$ cat src/rtl/cic_pkg.sv
`timescale 1ns / 1ps
`default_nettype none
// ----------------------------------------------------------------------------
// Cloud-in-cell deposit package
// Field widths, fixed-point constants and the decoded item that travels
// from the front end through the queue to the grid update engine.
// ----------------------------------------------------------------------------
package cic_pkg;

  // Channel field widths
  localparam int POS_W       = 32;
  localparam int MASS_IN_W   = 24;
  localparam int CELL_SEL_W  = 15;
  localparam int CELL_MASS_W = 48;

  // Internal widths: cell index per axis covers the largest grid side (256)
  localparam int IDX_W = 8;
  localparam int WGT_W = 17;
  localparam int ADD_W = 41;

  // Weight of one in 16 fractional bits, half a cell in 32 fractional bits
  localparam logic [WGT_W-1:0]       WGT_ONE   = 17'h1_0000;
  localparam logic [POS_W-1:0]       FRAC_HALF = 32'h8000_0000;
  localparam logic [CELL_MASS_W-1:0] MASS_MAX  = 48'hFFFF_FFFF_FFFF;

  // Commands
  localparam logic CMD_DEPOSIT = 1'b0;
  localparam logic CMD_READ    = 1'b1;

  // Queue between front end and update engine
  localparam int QUEUE_DEPTH = 2;
  localparam int QPTR_W      = $clog2(QUEUE_DEPTH);

  // Decoded request: a read, or a deposit split per axis
  typedef struct packed {
    logic                   is_read;
    logic                   out_of_range;
    logic [CELL_SEL_W-1:0]  read_cell;
    logic [IDX_W-1:0]       home_x;
    logic [IDX_W-1:0]       other_x;
    logic [IDX_W-1:0]       home_y;
    logic [IDX_W-1:0]       other_y;
    logic [IDX_W-1:0]       home_z;
    logic [IDX_W-1:0]       other_z;
    logic [WGT_W-1:0]       w_x;
    logic [WGT_W-1:0]       w_y;
    logic [WGT_W-1:0]       w_z;
    logic [MASS_IN_W-1:0]   mass;
  } cic_item_t;

endpackage
`default_nettype wire

$ cat src/rtl/cic_queue.sv
`timescale 1ns / 1ps
`default_nettype none
// ----------------------------------------------------------------------------
// Cloud-in-cell request queue
// Short FIFO of decoded requests between the front end and the update engine.
// ----------------------------------------------------------------------------
module cic_queue import cic_pkg::*; (
  input  wire logic      clk,
  input  wire logic      rst_n,
  input  wire logic      push,
  input  wire cic_item_t push_item,
  output logic           full,
  input  wire logic      pop,
  output logic           head_valid,
  output cic_item_t      head_item
);

  localparam int CNT_W = QPTR_W + 1;

  cic_item_t          entries_r [QUEUE_DEPTH];
  logic [QPTR_W-1:0]  wr_ptr_r, wr_ptr_nxt;
  logic [QPTR_W-1:0]  rd_ptr_r, rd_ptr_nxt;
  logic [CNT_W-1:0]   count_r, count_nxt;

  assign full       = (count_r == CNT_W'(QUEUE_DEPTH));
  assign head_valid = (count_r != '0);
  assign head_item  = entries_r[rd_ptr_r];

  // Advance pointers and fill count
  always_comb begin
    wr_ptr_nxt = push ? QPTR_W'(wr_ptr_r + 1'b1) : wr_ptr_r;
    rd_ptr_nxt = pop  ? QPTR_W'(rd_ptr_r + 1'b1) : rd_ptr_r;
    count_nxt  = count_r;
    if (push && !pop) begin
      count_nxt = CNT_W'(count_r + 1'b1);
    end else if (pop && !push) begin
      count_nxt = CNT_W'(count_r - 1'b1);
    end
  end

  always_ff @(posedge clk) begin
    if (!rst_n) begin
      wr_ptr_r <= '0;
      rd_ptr_r <= '0;
      count_r  <= '0;
    end else begin
      wr_ptr_r <= wr_ptr_nxt;
      rd_ptr_r <= rd_ptr_nxt;
      count_r  <= count_nxt;
    end
  end

  // Store payload
  always_ff @(posedge clk) begin
    if (push) begin
      entries_r[wr_ptr_r] <= push_item;
    end
  end

endmodule
`default_nettype wire

$ cat config.mk
export PLATFORM = sky130hd
export DESIGN_NAME = cic_queue
export DESIGN_NICKNAME = d
export VERILOG_FILES = /design/src/rtl/cic_pkg.sv /design/src/rtl/cic_queue.sv
export SDC_FILE = /design/constraint.sdc
export NUM_CORES = 1
export LEC_CHECK = 0
export BUFFER_PORTS_ARGS = -buffer_cell sky130_fd_sc_hd__clkbuf_2
export CAP_MARGIN = 20
export CORE_UTILIZATION = 47
export DETAILED_ROUTE_END_ITERATION = 6
export PLACE_DENSITY = 0.75
export SLEW_MARGIN = 15
export SYNTH_ARGS = -nofsm -noshare
export SYNTH_HDL_FRONTEND = slang
export SYNTH_SLANG_ARGS = --single-unit
$ cat constraint.sdc
create_clock -name clk -period 7.3 [get_ports clk]
set_input_delay 1.095 -clock clk [delete_from_list [all_inputs] [get_ports clk]]
set_output_delay 1.095 -clock clk [all_outputs]
set_load 0.03 [all_outputs]
==> Yosys cells after proc, flatten, opt, wreduce, memory -nomap -nowiden <==
Memory sizes are Yosys's and may differ from the RTL's. A register that Yosys moved wholly into a read port is not among the register bits.
Cells that the tools add are included.
{ "word_totals": {"latchBits": 0, "output_inout_bits": 142, "ff_bits": 4, "memories": 1, "input_bits": 144, "ram_bits": 280, "elab_cells": 21, "mem_bits_ro": 0} }
{ "memory_table": {"columns": ["memory", "depth", "width", "rd", "rd_clocked_by_memory_dff", "write_ports", "line", "text"], "rows": [
  ["entries_r", 2, 140, 1, 1, 1, "cic_queue.sv:20", "cic_item_t entries_r [QUEUE_DEPTH];"]
]} }
{ "op_classes": {"order_cmp": 0, "n_reduce_logical": 6, "n_mux": 6, "n_eq_ne": 1, "div_mod_pow": 0, "bitwise_logic": 0, "shift": 0, "addsub": 4, "mul": 0} }
{ "op_table": {"columns": ["cell", "n"], "rows": [
  ["$mux 1", 4],
  ["$mux 2", 2],
  ["$reduce_bool 2->1", 2],
  ["$add 1x1->1 const B", 2],
  ["$add 2x1->2 const B", 1],
  ["$eq 2x2->1 const B", 1],
  ["$logic_and 1x1->1", 2],
  ["$logic_not 1->1", 2],
  ["$sub 2x1->2 const B", 1]
]} }

==> Logic depth before layout (Yosys ltp) <==
{ "logic_depth": {"depth_word": 4, "mapped_depth": 5, "mapped_depth_nobuf": 5} }

==> Least setup slack after synthesis <==
OpenSTA, ideal clock, no wires.
{ "synth_path": {"path_type": "input -> register", "startpoint": "input port push", "endpoint": "memory entries_r[0][0] in the netlist's numbering, enable pin", "t_arrival_ps": 7187, "stages": 1, "path_slack_ps": -545, "setup_time_ps": 658, "path_cell_list": "nor2b_1"} }
{ "synth_via": {"elab_chain_cells": 2} }
{ "synth_lines": {"columns": ["element", "line", "text"], "rows": [
  ["start, declared", "cic_queue.sv:10", "input wire logic push,"],
  ["$mux 1", "cic_queue.sv:55", "if (push) begin"],
  ["$mux 1 (implied by the code)", "cic_queue.sv:56", "entries_r[wr_ptr_r] <= push_item;"],
  ["end, declared", "cic_queue.sv:20", null]
]} }
Every way passes these cells.

==> flow_summary.yaml <==
timing:
  slew_viol_final: 0
  hold_violations: 0
  max_freq_ghz: 0.271
  finalSetupViolations: 0
  fin_tns_setup_ns: 0
  rsz0062_at_grt: "no"
  final.min_clock_period_ns: 3.69
  fin_skew_ns: 0.0199
  worstMarginPinSlew_ns: 0.993
  relSlewSlack_pct: 33.8
  min_period_over_period_pct: 50.6
  whs_ns: 0.545
clock_tree:
  cts_root_buffer: "clkbuf_16"
  worstSkewPairLatency_ns: 0.53
  cts_buffer_depth: 3
  post_cts.repair.setup_buffers: 0
  ctsHoldBuffers: 0
  cts_resized: 0
  cts.sinks: 285
  cts_tree: "done"
  numCtsBuffers: 29
  path_clk_slew_ns: 0.06
  ctsHtreeMaxLevel: 1
layout:
  diodes: 0
  drive_gt1_share_pct: 60.7
  filler_cell_count: 1575
  layout_commonest_cell: "clkbuf_2"
  fin_nets: 907
  multiInputGateArea_mm2: 0.00208
  area_delta_synth_final_pct: 23.8
  final_cell_mix: "285 x clkbuf_2, 280 x edfxtp_1, 100 x mux2_4"
  regArea_mm2: 0.00851
floorplan:
  initial_utilization_pct: 48.6
  fp.coreArea_mm2: 0.0221
  die-area_mm2: 0.0235
  die_height_um: 153
  die_x_um: 153
  io_pins: 286
  rows: 54
place:
  place.gp.congestion: 0.725
  dp_hpwl_um: 12600
  port_buffers: 285
global_routing:
  grt_max_degree: 106
  antenna_found_initial: 1
  grt_remaining_overflow: 0
  grt_usage_pct: 15.8
  grt_pass1_wl_um: 28900
  first_global_vias: 5418
worst_setup_path:
  cp_max_fo: 105
  rr_startpoint: "wr_ptr_r"
  ff2ff_path_depth: 2
  crit_family: "buffers and inverters"
  arrival_ns: 2.60
  cp_cell_sequence: "buf_12 > mux2_2 > clkbuf_2"
  worstPathRequired_ns: 6.20
  end_kind: "primary output"
  worstReg2RegEnd: "entries_r[1][99]"
  slowest_delay_ns: 0.66
  crit_buf_inv: 2
  startpoint_type: "flip-flop"
  crit_slowest_cell: "dfxtp_4"
  rrSetupSlack_ns: 4.80
  crit_type: "flip-flop to primary output"
power:
  pwr-share-seq_pct: 50.7
  netSwitchingFraction_pct: 24.1
  power_density_mw_per_mm2: 285
  combPwrFrac_pct: 13.7
  vdd_ir_drop_max_v: 0.000191
  leakagePower_nw: 5.27
  p_sw_mw: 0.912
  intPower_mw: 2.88
  clkPwrFrac_pct: 35.6
detailed_routing:
  via_per_inst: 4.98
  wl_per_cell_um: 17.9
  wl_met1_um: 7530
  met2WireLength_um: 9260
  totalWireLength_um: 19000
  first_iter_violations: 250
  top_layer_used: "met5"
  wl_met3_um: 1690
  firstDrtPassIters: 4
  post-route-drc-count: 0
  ant_nets: 0
  via_count: 5294
synthesis:
  synth_cell_types: 18
  syn_area_per_cell_um2: 23.4
  syn-num-nets: 603
  synth-seq-area-share_pct: 79.2
  syn_inst: 458
  synthArstFlopShare_pct: 0
  netlist_area_mm2: 0.0107
  ys_warn_count: 0
  synth_seq_cells: 285
  synth_flop_cell: "edfxtp_1"
  synth_edf_count: 280
min_path:
  min_path_type: "flip-flop to flip-flop"
  min_to: "count_r[1]"
  min_from: "count_r[1]"
  hold_depth: 2
job:
  cap_violations: 0
run_status:
  outcome: "finished, final reports clean"
## worst max-delay path by stage
stage / end / start / cells past startpoint
final: head_item[11] / flip-flop / 3
after CTS: head_item[11] / flip-flop / 3
after detailed placement: entries_r[1][89] / push / 3
after floorplan: entries_r[0][0] / push / 1
after global routing: head_item[11] / flip-flop / 3
after global placement: entries_r[1][84] / push / 3
## metal layers
layer | track usage, % | up-vias
li1 | - | 2432
met1 | 19.1 | 2588
met2 | 26.6 | 236
met3 | 5.33 | 36
met4 | 4.95 | 2
met5 | 0 | -
## cell families after synthesis
group                      synth area share (%)
adders and majority gates                 0.117
buffers and inverters                      1.51
xor gates and xnor gates                  0.245
DFF                                        79.2
and+or+nand+nor                           0.524
AOI/OAI and AO/OA                         0.186
muxes                                      18.2
## power by group through the flow
stage | registers (mW) | logic [mW] | clock network, mW
2_1_floorplan | 1.95 | 0.388 | 0
4_1_cts | 1.92 | 0.526 | 1.38
3_3_place_gp | 1.95 | 0.515 | 0
6_report | 1.92 | 0.521 | 1.35
5_1_grt | 1.93 | 0.547 | 1.44
3_5_place_dp | 1.96 | 0.524 | 0
## registers in the layout (all words and copies together), names as in the netlist, named ones only
signal,count
entries_r,280
wr_ptr_r,1
count_r,2
rd_ptr_r,1
## tightest hold or removal path, cell delays in order (launching register included)
cell	delay (ns)
dfxtp_1	0.33
o21ai_0	0.09
a21boi_0	0.08
## area by class of cell
cell class	instances	area share [%]
multi-input cells	156	15.6
well taps	280	2.63
clock inverters	9	0.405
repair buffers	289	11.1
flip-flops and latches	285	64.0
inverters	1	0.0282
clock buffers	43	6.23
## cells in the mapped netlist (2+ instances only)
library cell / number / area share, %
edfxtp_1: 280 / 78
dfxtp_1: 5 / 0.93
buf_2: 4 / 0.19
nor2b_1: 3 / 0.17
xor2_1: 2 / 0.16
buf_6: 11 / 1.2
mux2_2: 40 / 4.2
and2_1: 4 / 0.23
mux2_4: 100 / 14
## through the flow
step / cell area (um2) / power [mW] / std cells / worst slack (ns) / utilization, %
floorplan: 10700 / 2.34 / 458 / 2.10 / -
global placement: 12400 / 2.47 / 1011 / 4.02 / 56.2
detailed placement: 12400 / 2.48 / 1011 / 3.92 / 56.2
CTS: 13300 / 3.83 / 1063 / 3.63 / 60.2
global route: 13300 / 3.92 / 1063 / 3.50 / 60.2
finish: 13300 / 3.79 / 1063 / 3.61 / 60.2
(Power assumes the default switching activity.)
