===== config.mk =====
export PLATFORM = sky130hd
export DESIGN_NAME = cic_front_flat
export DESIGN_NICKNAME = d
export VERILOG_FILES = /design/src/rtl/cic_pkg.sv /design/src/rtl/cic_ifs.sv /design/src/rtl/cic_front.sv /design/src/flat_wrapper.sv
export SDC_FILE = /design/constraint.sdc
export NUM_CORES = 1
export LEC_CHECK = 0
export BUFFER_PORTS_ARGS = -buffer_cell sky130_fd_sc_hd__buf_4
export CAP_MARGIN = 20
export CORE_ASPECT_RATIO = 1.1
export CORE_MARGIN = 2
export CORE_UTILIZATION = 35
export DETAILED_ROUTE_END_ITERATION = 10
export PLACE_DENSITY = 0.66
export SETUP_SLACK_MARGIN = 0.2
export SLEW_MARGIN = 20
export SYNTH_ARGS = -nofsm -noshare
export SYNTH_HDL_FRONTEND = slang
export SYNTH_SLANG_ARGS = --single-unit

===== constraint.sdc =====
create_clock -name clk -period 6 [get_ports clk]
set_input_delay 0.9 -clock clk [delete_from_list [all_inputs] [get_ports clk]]
set_output_delay 0.9 -clock clk [all_outputs]
set_load 0.03 [all_outputs]

===== src/rtl/cic_pkg.sv =====
`timescale 1ns / 1ps
`default_nettype none
// ----------------------------------------------------------------------------
// Cloud-in-cell deposit package
// Field widths, fixed-point constants and the decoded item that travels
// from the front end through the queue to the grid update engine.
// ----------------------------------------------------------------------------
package cic_pkg;

  // Channel field widths
  localparam int POS_W       = 32;
  localparam int MASS_IN_W   = 24;
  localparam int CELL_SEL_W  = 15;
  localparam int CELL_MASS_W = 48;

  // Internal widths: cell index per axis covers the largest grid side (256)
  localparam int IDX_W = 8;
  localparam int WGT_W = 17;
  localparam int ADD_W = 41;

  // Weight of one in 16 fractional bits, half a cell in 32 fractional bits
  localparam logic [WGT_W-1:0]       WGT_ONE   = 17'h1_0000;
  localparam logic [POS_W-1:0]       FRAC_HALF = 32'h8000_0000;
  localparam logic [CELL_MASS_W-1:0] MASS_MAX  = 48'hFFFF_FFFF_FFFF;

  // Commands
  localparam logic CMD_DEPOSIT = 1'b0;
  localparam logic CMD_READ    = 1'b1;

  // Queue between front end and update engine
  localparam int QUEUE_DEPTH = 2;
  localparam int QPTR_W      = $clog2(QUEUE_DEPTH);

  // Decoded request: a read, or a deposit split per axis
  typedef struct packed {
    logic                   is_read;
    logic                   out_of_range;
    logic [CELL_SEL_W-1:0]  read_cell;
    logic [IDX_W-1:0]       home_x;
    logic [IDX_W-1:0]       other_x;
    logic [IDX_W-1:0]       home_y;
    logic [IDX_W-1:0]       other_y;
    logic [IDX_W-1:0]       home_z;
    logic [IDX_W-1:0]       other_z;
    logic [WGT_W-1:0]       w_x;
    logic [WGT_W-1:0]       w_y;
    logic [WGT_W-1:0]       w_z;
    logic [MASS_IN_W-1:0]   mass;
  } cic_item_t;

endpackage
`default_nettype wire


===== src/rtl/cic_ifs.sv =====
`timescale 1ns / 1ps
`default_nettype none
// ----------------------------------------------------------------------------
// Cloud-in-cell channel interfaces
// Valid/ready request channel carrying deposit and read requests, and the
// result channel carrying one grid cell.
// ----------------------------------------------------------------------------
interface cic_in_if import cic_pkg::*; ();
  logic                  valid;
  logic                  ready;
  logic                  command;
  logic [POS_W-1:0]      pos_x;
  logic [POS_W-1:0]      pos_y;
  logic [POS_W-1:0]      pos_z;
  logic [MASS_IN_W-1:0]  particle_mass;
  logic [CELL_SEL_W-1:0] read_cell;

  modport source (output valid, command, pos_x, pos_y, pos_z, particle_mass, read_cell,
                  input ready);
  modport sink   (input valid, command, pos_x, pos_y, pos_z, particle_mass, read_cell,
                  output ready);
endinterface

`default_nettype wire


===== src/rtl/cic_front.sv =====
`timescale 1ns / 1ps
`default_nettype none
// ----------------------------------------------------------------------------
// Cloud-in-cell front end
// Takes requests, splits each deposit position into home cell, neighbour
// cell and home weight per axis, checks read range, and pushes the decoded
// request into the queue.
// ----------------------------------------------------------------------------
module cic_front import cic_pkg::*; #(
  parameter int GRID_SIDE = 32
) (
  input  wire logic  clk,
  input  wire logic  rst_n,
  input  wire logic  clearing,
  cic_in_if.sink     in_ch,
  output logic       push,
  output cic_item_t  push_item,
  input  wire logic  q_full
);

  localparam int               CELL_COUNT = GRID_SIDE * GRID_SIDE * GRID_SIDE;
  localparam logic [IDX_W-1:0] G_LAST     = IDX_W'(GRID_SIDE - 1);

  typedef struct packed {
    logic [IDX_W-1:0] home;
    logic [IDX_W-1:0] other;
    logic [WGT_W-1:0] w;
  } axis_t;

  logic                  stg_v_r, stg_v_nxt;
  logic                  stg_cmd_r;
  logic [POS_W-1:0]      stg_x_r, stg_y_r, stg_z_r;
  logic [MASS_IN_W-1:0]  stg_mass_r;
  logic [CELL_SEL_W-1:0] stg_cell_r;
  logic                  accept;
  axis_t                 ax_x, ax_y, ax_z;

  // Split one axis: cell from the integer part, weight from the fraction
  function automatic axis_t split_axis(input logic [POS_W-1:0] pos);
    logic [40:0]      t;
    logic [IDX_W-1:0] cell_idx;
    logic [31:0]      f;
    logic [32:0]      w32;
    axis_t            s;
    t        = 41'(pos) * 41'(GRID_SIDE);
    cell_idx = t[39:32];
    f        = t[31:0];
    if (f > FRAC_HALF) begin
      w32     = 33'h1_8000_0000 - 33'(f);
      s.other = (cell_idx == G_LAST) ? '0 : IDX_W'(cell_idx + 1'b1);
    end else begin
      w32     = 33'h0_8000_0000 + 33'(f);
      s.other = (cell_idx == '0) ? G_LAST : IDX_W'(cell_idx - 1'b1);
    end
    s.home = cell_idx;
    s.w    = w32[32:16];
    return s;
  endfunction

  // Accept while not clearing and the stage is free or draining
  assign in_ch.ready = !clearing && (!stg_v_r || !q_full);
  assign accept      = in_ch.valid && in_ch.ready;
  assign push        = stg_v_r && !q_full;

  always_comb begin
    stg_v_nxt = stg_v_r;
    if (accept) begin
      stg_v_nxt = 1'b1;
    end else if (push) begin
      stg_v_nxt = 1'b0;
    end
  end

  always_ff @(posedge clk) begin
    if (!rst_n) begin
      stg_v_r <= 1'b0;
    end else begin
      stg_v_r <= stg_v_nxt;
    end
  end

  // Hold request fields
  always_ff @(posedge clk) begin
    if (accept) begin
      stg_cmd_r  <= in_ch.command;
      stg_x_r    <= in_ch.pos_x;
      stg_y_r    <= in_ch.pos_y;
      stg_z_r    <= in_ch.pos_z;
      stg_mass_r <= in_ch.particle_mass;
      stg_cell_r <= in_ch.read_cell;
    end
  end

  // Decode the held request
  always_comb begin
    ax_x = split_axis(stg_x_r);
    ax_y = split_axis(stg_y_r);
    ax_z = split_axis(stg_z_r);
    push_item.is_read      = (stg_cmd_r == CMD_READ);
    push_item.out_of_range = ({17'd0, stg_cell_r} >= 32'(CELL_COUNT));
    push_item.read_cell    = stg_cell_r;
    push_item.home_x       = ax_x.home;
    push_item.other_x      = ax_x.other;
    push_item.home_y       = ax_y.home;
    push_item.other_y      = ax_y.other;
    push_item.home_z       = ax_z.home;
    push_item.other_z      = ax_z.other;
    push_item.w_x          = ax_x.w;
    push_item.w_y          = ax_y.w;
    push_item.w_z          = ax_z.w;
    push_item.mass         = stg_mass_r;
  end

endmodule
`default_nettype wire


===== src/flat_wrapper.sv =====
// flat-port wrapper written by rule: the top's interface ports become plain ports
module cic_front_flat import cic_pkg::*;
#(
  parameter int GRID_SIDE = 32
)
  (clk, rst_n, clearing, push, push_item, q_full, in_ch_valid, in_ch_command, in_ch_pos_x, in_ch_pos_y, in_ch_pos_z, in_ch_particle_mass, in_ch_read_cell, in_ch_ready);
  cic_in_if in_ch_i ();
  input  wire logic clk;
  input  wire logic rst_n;
  input  wire logic clearing;
  output logic push;
  output cic_item_t push_item;
  input  wire logic q_full;
  input wire logic [$bits(in_ch_i.valid)-1:0] in_ch_valid;
  input wire logic [$bits(in_ch_i.command)-1:0] in_ch_command;
  input wire logic [$bits(in_ch_i.pos_x)-1:0] in_ch_pos_x;
  input wire logic [$bits(in_ch_i.pos_y)-1:0] in_ch_pos_y;
  input wire logic [$bits(in_ch_i.pos_z)-1:0] in_ch_pos_z;
  input wire logic [$bits(in_ch_i.particle_mass)-1:0] in_ch_particle_mass;
  input wire logic [$bits(in_ch_i.read_cell)-1:0] in_ch_read_cell;
  output wire logic [$bits(in_ch_i.ready)-1:0] in_ch_ready;
  assign in_ch_i.valid = in_ch_valid;
  assign in_ch_i.command = in_ch_command;
  assign in_ch_i.pos_x = in_ch_pos_x;
  assign in_ch_i.pos_y = in_ch_pos_y;
  assign in_ch_i.pos_z = in_ch_pos_z;
  assign in_ch_i.particle_mass = in_ch_particle_mass;
  assign in_ch_i.read_cell = in_ch_read_cell;
  assign in_ch_ready = in_ch_i.ready;
  cic_front #(.GRID_SIDE(GRID_SIDE)) u_core (.clk(clk), .rst_n(rst_n), .clearing(clearing), .in_ch(in_ch_i), .push(push), .push_item(push_item), .q_full(q_full));
endmodule

* Word-level counts from Yosys, hierarchy flattened
Index checks and enable logic that the tools add are counted.
Word-level totals: logic and storage cells 50, ROM bits 0, memories kept 0, flip-flop bits (word level) 137, output and inout port bits 142, input bits 141, bits in latches 0, bits in writable memories 0
Cells by class: bitwise gates (word level) 0, shifts and indexed selects 0, multiplexer cells 14, add/subtract/negate cells 12, reduce and logical (&&, ||, !) cells 11, equality and inequality tests 3, multiply operators 0, divide/modulo/power cells 0, $lt $le $gt $ge 3
Operators by type and width (count):
- adder 32 x 32 -> 33 bit (first input constant) | 3
- two-way mux 33 bit | 3
- subtractor 33 x 32 -> 33 bit (first input constant) | 3
- > comparator 32 bit (second input constant) | 3
- two-way mux 8 bit | 9
- adder 5 x 1 -> 6 bit (second input constant) | 3
- zero test 6 bit | 3
- subtractor 5 x 1 -> 6 bit (second input constant) | 3
- equality test 5 bit (second input constant) | 3
- logical AND 1 bit | 3
- zero test 1 bit | 3
- two-way mux 1 bit | 2
- nonzero test 2 bit | 1
- logical OR 1 bit | 1

* Longest topological paths before layout
depth in word-level cells 5, mapped depth 7, gate-level depth less buffers 7

* Least setup slack after synthesis
Ideal clock, no wire load.
kind input to register, start input port q_full, end register u_core.stg_cell_r[0] (enable), required time 5.488 ns, library setup time 0.512 ns, arrival time 4.674 ns, slack 0.814 ns, stages 2, path buffers 0, path through a21oi_1 -> and2_1
Between the ends: word-level cells in the longest chain between the ends 4
RTL lines:
- start, declared | RTL line flat_wrapper.sv:13 | input wire logic q_full;
- zero test 1 bit | RTL line cic_front.sv:61 | assign in_ch.ready = !clearing && (!stg_v_r || !q_full);
- logical OR 1 bit | RTL line cic_front.sv:61
- logical AND 1 bit | RTL line cic_front.sv:61
- logical AND 1 bit | RTL line cic_front.sv:62 | assign accept = in_ch.valid && in_ch.ready;
- net u_core.accept | RTL line cic_front.sv:35 | logic accept;
- end signal, assigned | RTL line cic_front.sv:90 | stg_cell_r <= in_ch.read_cell;
- end, declared | RTL line cic_front.sv:34 | logic [CELL_SEL_W-1:0] stg_cell_r;
The timed path passes the listed nets, and every way through them passes these cells. A chain may end at the register's enable or synchronous reset.

==> key figures <==
Outcome
  – Status: completed

Floorplanning
  – # IOs: between 200 and 300
  – Initial core utilization: a little over a third
  – # rows: 50
  – Die Span X: ~130 um
  – Die Span Y: 143 um
  – Core Box Area: about 17000 um2
  – Die area: roughly 19000 um2

Global route
  – Total track usage: between 10% and 20%
  – Vias in the first global route: roughly 4500
  – Initial antenna violation count: 1
  – Grt total ovfl: 0
  – First-pass GRT wire length: between 20000 and 25000 um
  – Largest net degree at the start of global routing: between 60 and 70

Placement
  – Global placer's final weighted congestion: between 0.8 and 0.9
  – IO Port Bufs: 272
  – Dpl ws: between 2 and 2.5 ns
  – Post-DP HPWL: around 11000 um

Clocking
  – Post-CTS setup buffer count: 0
  – Clock sink count: ~140
  – Clock Tree Buf Depth: 2
  – TritonCTS clock tree: built
  – Cts hold-fix bufs: 0
  – Clock Tree Root: clkbuf_16
  – Post-cts sizing count: 0
  – Clk slew on worst S/H paths: about 0.07 ns
  – Clock Latency Late Sink: roughly 0.41 ns
  – Num CTS Buffers: 17
  – Number of H-tree levels: 4

Critical path
  – Setup slack, reg-to-reg: about 3.8 ns
  – CP Launch Point: u_core.stg_y_r[14]
  – WS Path Type: reg2out
  – CP max-delay cell: or4_4
  – Worst Setup End Kind: output port
  – R2R depth: 3
  – Worst-path cell chain: or4_4 -> or4b_4 -> o41ai_4 -> and4_1 -> a41o_1 -> buf_4
  – Worst Setup EP: push_item[96]
  – Max FO, Critical Path: 12
  – CP max stage delay: around 0.56 ns
  – CP arrival: a little over 3 ns
  – CP required: 5.10 ns
  – CP Launch Type: register
  – FF-to-FF End: u_core.stg_x_r[9]
  – RR Startpoint: u_core.stg_v_r

Cells and area
  – Share of layout cells above drive strength 1: about 44%
  – Final Util: roughly half
  – Area delta synth->final: 44.1%
  – Final net count: 850
  – Commonest non-fill, non-tap cell in the layout: buf_4
  – Most frequent cells in the layout: buf_4 (274), edfxtp_1 (136), xnor2_1 (46), nand2_1 (24), nor2_1 (19)

Detailed routing
  – Detail Route Antenna Nets: 0
  – Final WL: around 15000 um
  – DRC Markers: 0
  – DR vias: 4510
  – DRT Pass-1 Iters: 4
  – DR iter-0 viols: between 150 and 200
  – Wire per inst: approximately 16 um
  – Vias per cell: 4.76

Yosys
  – Syn Std Cell Area: between 6000 and 7000 um2
  – Synth warn: 0
  – #FFs+latches synth: 137
  – Sequential share of the synthesized area: between 60% and 70%
  – Library cells used by synthesis: 45
  – Async SR Flop Fraction: 0%
  – Post-synth EDFFs: 136
  – Mean Syn Cell Area: 14.0 um2
  – Synth Flop Type: edfxtp_1
  – Syn Inst Count: 440

Timing
  – RSZ-0062 raised after global routing: no
  – Worst slew pin tran: between 0.8 and 0.9 ns
  – Fin crit period: just under 4 ns
  – Final setup margin: just over 2 ns
  – Fin. Hold Viols: 0
  – Relative slew margins: a little under half
  – Slew Limit Fails: 0
  – Final total negative setup slack: 0 ns
  – Clock Skew: around 0.011 ns
  – Period utilization: 65.8%
  – Max Fclk: about 250 MHz
  – Endpoints failing setup: 0

Power and ir drop
  – Pleak: 3.57 nW
  – Max rail drop VDD: roughly 0.27 mV
  – PD cells: 283 nW/um2
  – Total Power: ~2.5 mW

Hold path
  – Hold crit path type: reg2reg

Flow run
  – Max-cap violation count: 0
==> how the worst min path moves through the flow <==
stage                               from             end  slack, ns  depth (start not counted)
final                     u_core.stg_v_r  u_core.stg_v_r       0.55                          2
after global routing      u_core.stg_v_r  u_core.stg_v_r       0.59                          2
after global placement    u_core.stg_v_r  u_core.stg_v_r       0.51                          2
after detailed placement  u_core.stg_v_r  u_core.stg_v_r       0.54                          2
after CTS                 u_core.stg_v_r  u_core.stg_v_r       0.55                          2
after floorplan           u_core.stg_v_r  u_core.stg_v_r       0.49                          2
==> synth_stat cells, types with 3 or more instances <==
master / n / share of area, %
buf_2: 3 / 0.24
edfxtp_1: 136 / 66
buf_4: 29 / 3.5
a31oi_1: 7 / 0.71
nor2b_1: 3 / 0.31
xnor2_1: 46 / 6.6
a21oi_1: 8 / 0.65
or4_1: 5 / 0.61
o31ai_1: 14 / 1.7
nand3b_1: 7 / 0.85
xor2_1: 3 / 0.43
and3_1: 10 / 1.0
nor4_1: 7 / 0.71
o21ai_0: 16 / 1.3
nor3_1: 16 / 1.3
o41ai_1: 7 / 1.0
nand3_1: 12 / 0.98
ha_1: 9 / 1.8
a211o_1: 3 / 0.43
nor2_1: 19 / 1.2
inv_1: 10 / 0.61
nand2b_1: 8 / 0.81
nand2_1: 24 / 1.5
clkbuf_1: 8 / 0.49
==> registers in the layout (all words and copies together), names as in the netlist <==
name               count
u_core.stg_cell_r     15
u_core.stg_cmd_r       1
u_core.stg_mass_r     24
u_core.stg_v_r         1
u_core.stg_x_r        32
u_core.stg_y_r        32
u_core.stg_z_r        32
==> metal layers <==
metal	global-route usage [%]	wire, um	up-vias
met3	7.46	1560	19
met5	0	0	-
li1	-	-	2154
met4	6.05	303	0
met2	27.4	7780	227
met1	16.7	5390	2110
==> through the flow <==
stage | instances | area (um2) | hold slack, ns
finish | 948 | 8860 | 0.549
global route | 947 | 8850 | 0.587
CTS | 947 | 8850 | 0.552
detailed placement | 915 | 8260 | 0.539
global placement | 915 | 8260 | 0.514
floorplan | 449 | 6180 | 0.493
==> kinds of logic after synthesis <==
kind of cell	after synthesis	synth area share, %
AND/OR/NAND/NOR	128	11.7
XOR/XNOR	49	6.98
adder cells (fa/ha/maj)	9	1.83
flip-flops	137	66.8
other	1	0.0610
buffers and inverters	52	5.13
AO/OA/AOI/OAI	64	7.55
==> where the power goes <==
| group | total [mW] | internal, mW | switching [mW] |
|---|---|---|---|
| Combinational | 0.344 | 0.150 | 0.193 |
| Sequential | 1.14 | 1.10 | 0.0319 |
| Clock | 1.03 | 0.563 | 0.468 |
| Total | 2.51 | 1.82 | 0.693 |
==> cell type report <==
class | count | area (um2)
Fill cell | 1516 | 8290
Sequential cell | 137 | 4100
Timing Repair Buffer | 274 | 2060
Multi-Input combinational cell | 260 | 1760
Clock buffer | 17 | 425
Tap cell | 234 | 293
Clock inverter | 15 | 173
Inverter | 10 | 37.5
Antenna cell | 1 | 2.50
==> critical path, delay by kind of cell, from the launching register on <==
| family | cells | cell delay (ns) |
|---|---|---|
| AND/OR/NAND/NOR | 3 | 1.41 |
| AO/OA/AOI/OAI | 2 | 0.65 |
| flip-flops | 1 | 0.42 |
| buffers and inverters | 1 | 0.15 |
Power figures use the tool's default switching activity.
